## src/vconv_ram.sv

```systemverilog
`default_nettype none
// ----------------------------------------------------------------------------
// vconv_ram: generic simple dual-port RAM
// One write port, one read port, read data registered.
// ----------------------------------------------------------------------------
module vconv_ram #(
    parameter int WIDTH = 16,
    parameter int DEPTH = 64
) (
    input  wire logic                     aclk,
    input  wire logic                     we,
    input  wire logic [$clog2(DEPTH)-1:0] waddr,
    input  wire logic [WIDTH-1:0]         wdata,
    input  wire logic [$clog2(DEPTH)-1:0] raddr,
    output logic      [WIDTH-1:0]         rdata
);
    logic [WIDTH-1:0] mem [DEPTH];

    always_ff @(posedge aclk) begin
        if (we) begin
            mem[waddr] <= wdata;
        end
        rdata <= mem[raddr];
    end
endmodule
`default_nettype wire

```

## config.mk

```make
export PLATFORM = sky130hd
export DESIGN_NAME = vconv_ram
export DESIGN_NICKNAME = d
export VERILOG_FILES = /design/src/vconv_ram.sv
export SDC_FILE = /design/constraint.sdc
export NUM_CORES = 1
export LEC_CHECK = 0
export ABC_AREA = 1
export CORE_MARGIN = 2
export CORE_UTILIZATION = 40
export DETAILED_ROUTE_END_ITERATION = 8
export DONT_BUFFER_PORTS = 1
export PLACE_DENSITY_LB_ADDON = 0.1
export RECOVER_POWER = 25
export SYNTH_ARGS = -nofsm -noshare
export SYNTH_HDL_FRONTEND = slang
export SYNTH_SLANG_ARGS = --single-unit
```

## constraint.sdc

```tcl
create_clock -name aclk -period 5.7 [get_ports aclk]
set_input_delay 0.57 -clock aclk [delete_from_list [all_inputs] [get_ports aclk]]
set_output_delay 0.57 -clock aclk [all_outputs]
set_load 0.01 [all_outputs]
```

==> results of run 1 <==
## worst max path at each step
stage	to	slack, ns	cells past startpoint	start
global route	rdata[3]	2.78	10	raddr[0]
finish	rdata[3]	0.96	10	raddr[0]
detailed placement	rdata[3]	2.46	10	raddr[0]
floorplan	mem[48][0]	2.58	3	we
CTS	rdata[3]	3.17	10	raddr[0]
global placement	rdata[3]	2.47	10	raddr[0]
## where the power goes
| group | internal, mW | switching [mW] | total, mW | leakage, nW |
|---|---|---|---|---|
| registers | 8.48 | 0.0414 | 8.52 | 9.35 |
| logic | 0.224 | 0.663 | 0.887 | 5.60 |
| clock network | 4.20 | 2.97 | 7.17 | 1.78 |
| total | 12.9 | 3.67 | 16.6 | 16.7 |
## stage by stage
| step | worst slack, ns | hold WS, ns |
|---|---|---|
| floorplan | 2.58 | 0.669 |
| global placement | 2.47 | 0.676 |
| detailed placement | 2.46 | 0.676 |
| CTS | 3.17 | 0.00392 |
| global route | 2.78 | -0.00662 |
| finish | 0.963 | 0.00983 |
## registers in the layout, indices dropped and copies added (netlist names)
name,flops
rdata,16
mem,1024
## cell usage in the layout (no fill, tap or decap), types with 4 or more instances in the layout
cell type      instances
buf_12                 4
buf_4                 79
bufinv_16             11
clkbuf_1              45
clkbuf_16            114
clkbuf_8               5
clkinv_1              24
clkinv_2              26
dfxtp_1               16
diode_2                4
dlygate4sd3_1         18
edfxtp_1            1024
inv_1                  8
nand2_1             1296
nand3_1              871
nand4_1                9
nor2_1                56
nor4_2                 8
## logic make-up after synthesis
logic type,synth area share
flops,0.738
simple gates,0.227
buf+inv,0.0354
## worst reg2reg max path: cells and delay by family, from the launching register on
family | cells | cell delay [ns]
DFF | 1 | 0.32
and+or+nand+nor | 8 | 1.39
## timing repair
item	CTS	global route
endpoints found under the hold margin	651	0
hold buffers	43	0
setup buffers	0	0
## Yosys cell counts
library cell  count
nor2_1           56
buf_4            19
buf_1            17
nand3_1         871
inv_8             1
inv_1             9
inv_2             2
nand2_1        1296
dfxtp_1          16
buf_2           113
buf_8             1
edfxtp_1       1024
clkbuf_1         26
nand4_1           9
nor4_1            8
buf_6            49
## per-layer routing
metal | GRT usage | up-vias
li1 | - | 12400
met1 | 0.343 | 13800
met2 | 0.404 | 987
met3 | 0.0405 | 187
met4 | 0.0823 | 2
met5 | 0 | -
## layout make-up
| cell class | instances | share of cell area |
|---|---|---|
| clock buffers | 140 | 0.0638 |
| well taps | 1391 | 0.0370 |
| repair buffers | 126 | 0.0206 |
| diodes | 4 | 0.000213 |
| flip-flops and latches | 1040 | 0.660 |
| clock inverters | 67 | 0.0129 |
| multi-input cells | 2240 | 0.204 |
| inverters | 12 | 0.00152 |
==> reports/qor.txt, run 1 <==
Buf+Inv Stages, Crit Path -> 2
Pleak -> 16.7 nW
Setup Crit Path Kind -> in -> reg
H-tree level count -> 3
Cell row count -> 119
Hold depth -> 0
Nets -> 3,561
Status -> finished, violations left
Syn_area_per_cell -> 12.0 sq um
DR vias/cell -> 5.46
Average routed wire per standard cell -> 26.9 microns
Area of the multi-input gates -> 0.00959 sq mm
Clock latency on the worst-skew pair -> 0.69 ns
Worst path required time -> 6.31 ns
Sequential-to-total area share from yosys stat -> 0.738
Maximum clock path buffer count -> 3
Yosys reg bits -> 1,040
Syn-to-layout area delta -> 11.8%
CTS Buf Count -> 111
M1 wire length -> 56,900 microns
Reg-to-Reg Start -> mem[19][3]
Slowest cell on the critical path -> inv_16
Family with the most delay on the worst path -> buffers and inverters
DP Wirelength -> 64,700 microns
First-pass GRT wire length -> 192,000 microns
Full die area -> 0.108 sq mm
Routed wl met2 -> 63,900 microns
Root Buffer -> clkbuf_16
Crit share post-route -> 0.831
DRC -> 0
Met3 routed WL -> 9520 microns
Reg2Reg Setup Slack -> 3.91 ns
CTS clk-pin slew, worst paths -> 0.06 ns
Max-cap check violation count -> 22
Area leader, netlist -> edfxtp_1
Hold Path Class -> in -> reg
Synth Instances -> 3,517
Port bufs -> 0
Failing checks -> max-capacitance violations, max-slew violations
CTS resizes -> 0
Synth unique cells -> 16
R2r endpoint -> rdata[3]
GRT overflow -> 0
Critical-path cell list -> inv_16 -> buf_4 -> nand2_1 -> nand3_1 -> nand3_1 -> nand2_1 -> nand2_1 -> nand3_1 -> nand3_1 -> nand2_1
Mapped Nets -> 3,547
Top routing layer in use -> met5
Worst-Margin Slew -> 3.08 ns
Gpl congestion -> 0.815
DRT antenna net count -> 0
Tot Pwr -> 16.6 mW
Initial DRC Count -> 2,925
Final Skew -> 0.0374 ns
Fmax -> 211 MHz
Main area contributors after synthesis -> edfxtp_1 (73%), nand2_1 (12%), nand3_1 (10%), buf_2 (1.3%), buf_6 (1.3%)
Final Slew Violations -> 1,175
Starting Density -> 0.402
Register Area -> 0.0311 sq mm
Number of global-route vias before repair -> 26.2k
Die width -> 328 microns
Maximum vdd drop -> 0.000244 V
Layout Utilization -> 0.449
CTS sink cnt -> 1,040
Setup violators final -> 0
Largest net degree at the start of global routing -> 514
Routed via count -> 27.4k
Fillers -> 9,702
Final std cells w/o fill -> 5,020
Crit path max fanout -> 513
Die height -> 328 microns
Min Tclk post-route -> 4.74 ns
Synth warnings -> 0
1st-pass router iterations -> 5
GRT Overall Usage -> 0.249
Min-delay src -> wdata[14]
PwrDens -> 352 mW/mm^2
Synth top area share -> 0.730
Crit start category -> primary input
Layout cells sized above 1 -> 0.0712
RSZ-0062 raised after global routing -> false
Placed Area -> 0.0431 sq mm
Worst slew margin -> -1.05
I/O Pins -> 46
Max incr delay on CP -> 1.41 ns
CTS tree -> built
Worst Reg-to-Reg Cells -> 8
Setup crit end kind -> flop
Mapped Area -> 0.0421 sq mm
Hold EP -> mem[4][14]
Initial antenna violation count -> 10
Core Region -> 0.105 sq mm
Crit path arrival time -> 5.35 ns
Dpl cells -> 4,766
Final setup TNS -> 0 ns
Overall routed net length -> 135,000 microns
Hold Violations, Final -> 0
Fin area -> 0.0471 sq mm
Power figures use the tool's default switching activity.
==> run 2: changes to the inputs <==
==> constraint.sdc (replaced) <==
create_clock -name aclk -period 4.8 [get_ports aclk]
set_input_delay 0.48 -clock aclk [delete_from_list [all_inputs] [get_ports aclk]]
set_output_delay 0.48 -clock aclk [all_outputs]
set_load 0.01 [all_outputs]
==> run 2 against run 1 <==
Net effect: the run still ends with max-capacitance violations, max-slew violations left; non-clock buffer count down 19; first-iteration DRC count down 6.7%; cell area fell by 0.48%; worst setup slack got worse by 0.39 ns; utilization is 0.21 points lower; global-route usage down 1.4 points; worst hold slack better by 0.039 ns; critical path depth rose by 1; via count is 1.7% lower; critical endpoint is now rdata[9].
==> reports/qor.txt, run 2 (synthesized netlist as in run 1, its figures left out) <==
Port bufs -> 0
DP Wirelength -> 65,600 microns
Failing checks -> max-capacitance violations, max-slew violations
Core Region -> 0.105 sq mm
Root Buffer -> clkbuf_16
CTS sink cnt -> 1,040
Overall routed net length -> 127,000 microns
GRT overflow -> 0
Initial antenna violation count -> 6
PwrDens -> 417 mW/mm^2
Average routed wire per standard cell -> 25.4 microns
Fmax -> 237 MHz
Routed via count -> 27.0k
Cell row count -> 119
Met1 Track Usage GR -> 0.321
Crit path arrival time -> 4.85 ns
Full die area -> 0.108 sq mm
Family with the most delay on the worst path -> buffers and inverters
Final setup TNS -> 0 ns
Starting Density -> 0.402
Maximum vdd drop -> 0.000288 V
CTS Buf Count -> 111
Maximum clock path buffer count -> 3
Top Usage Layer GRT -> met2
Syn-to-layout area delta -> 11.2%
Top reg by flops -> mem
Final Slew Violations -> 1,234
Nets -> 3,542
CTS tree -> built
Number of global-route vias before repair -> 26.1k
DR vias/cell -> 5.39
Largest net degree at the start of global routing -> 514
Crit path max fanout -> 513
Pleak -> 16.7 nW
Hold Violations, Final -> 0
RSZ-0062 raised after global routing -> false
Die width -> 328 microns
Most frequent cells in the layout -> nand2_1 (1,296), edfxtp_1 (1,024), nand3_1 (871)
Final Skew -> 0.0255 ns
GR Util met3 -> 0.0416
M2 GR Usage -> 0.386
Commonest non-fill, non-tap cell in the layout -> nand2_1
Number of flip-flops under the largest register name -> 1,024
Setup Crit Path Kind -> in -> reg
Min Tclk post-route -> 4.23 ns
Buf+Inv Stages, Crit Path -> 3
Worst slew margin -> -1.65
Gpl congestion -> 0.816
Clock latency on the worst-skew pair -> 0.70 ns
Status -> finished, violations left
H-tree level count -> 3
Hold_buf cts -> 18
Initial DRC Count -> 2,728
Biggest regs -> mem x1024, rdata x16
Layout cells sized above 1 -> 0.0738
Max incr delay on CP -> 1.21 ns
Crit start category -> primary input
Post-CTS Setup Repair Bufs -> 0
1st-pass router iterations -> 5
DRT antenna net count -> 0
I/O Pins -> 46
Setup crit end kind -> flop
Tot Pwr -> 19.5 mW
Max-cap check violation count -> 16
Critical-path cell list -> inv_16 -> buf_4 -> buf_4 -> nand2_1 -> nand3_1 -> nand3_1 -> nand2_1 -> nand2_1 -> nand3_1 -> nand3_1 -> nand2_1
Slowest cell on the critical path -> inv_16
GRT Overall Usage -> 0.235
CTS clk-pin slew, worst paths -> 0.06 ns
Worst path required time -> 5.43 ns
Crit share post-route -> 0.881
Worst-Margin Slew -> 3.97 ns
First-pass GRT wire length -> 184,000 microns
CTS resizes -> 0
Die height -> 328 microns
Hold Path Class -> in -> reg
Layout Utilization -> 0.447
Setup violators final -> 0
DRC -> 0
[run 2: changes by cell type in the layout (fill, tap and decap cells not counted), sizes merged]
cell and delta:
inv +2, clkinv +3, dlygate4sd3 -16, clkbuf -8
clkinvlp -3, diode -2, bufinv -2, buf +5
[run 2: stage by stage]
| step | hold slack, ns | instances | cell area (sq um) | worst slack, ns |
|---|---|---|---|---|
| final | 0.0492 | 4999 | 46800 | 0.572 |
| after global routing | 0.0237 | 4997 | 46800 | 1.27 |
| after detailed placement | 0.584 | 4772 | 43200 | 1.79 |
| after CTS | 0.00274 | 4997 | 47200 | 2.52 |
| after global placement | 0.584 | 4772 | 43200 | 1.79 |
| after floorplan | 0.579 | 3517 | 42100 | 1.77 |
[run 2: report_power, final]
group	switching (mW)	internal [mW]	leakage [nW]	total, mW
sequential	0.0584	10.1	9.35	10.1
clock	3.57	4.82	1.76	8.39
combinational	0.754	0.250	5.55	1.00
total	4.38	15.2	16.7	19.5
[run 2: cell type report]
class / instances / area (sq um)
timing repair buffer: 107 / 811
inverter: 12 / 73.8
antenna: 2 / 5.00
fill: 9720 / 58000
clock buffer: 140 / 2950
sequential: 1040 / 31100
tap: 1391 / 1740
multi-input combinational: 2240 / 9590
clock inverter: 67 / 597
[run 2: worst min-delay path, cell delays in order]
cell and delay (ns):
nand3_1 0.08, nand3_1 0.07, nand2_1 0.06
[run 2: worst paths after layout]
check                                  from        end  slack (ns)  cells after the start
worst max register to register  mem[18][15]  rdata[15]        2.99                      8
worst min register to register  mem[46][10]  rdata[10]        0.80                      8
worst max-delay path               raddr[0]   rdata[9]        0.57                     11
worst min-delay path               raddr[4]   rdata[4]        0.05                      3
[run 2: layer usage]
metal  wire [microns]  share of wire
met1            54400           0.43
met2            61600           0.48
met3             8400          0.066
met4             2760          0.022
met5               13        0.00010
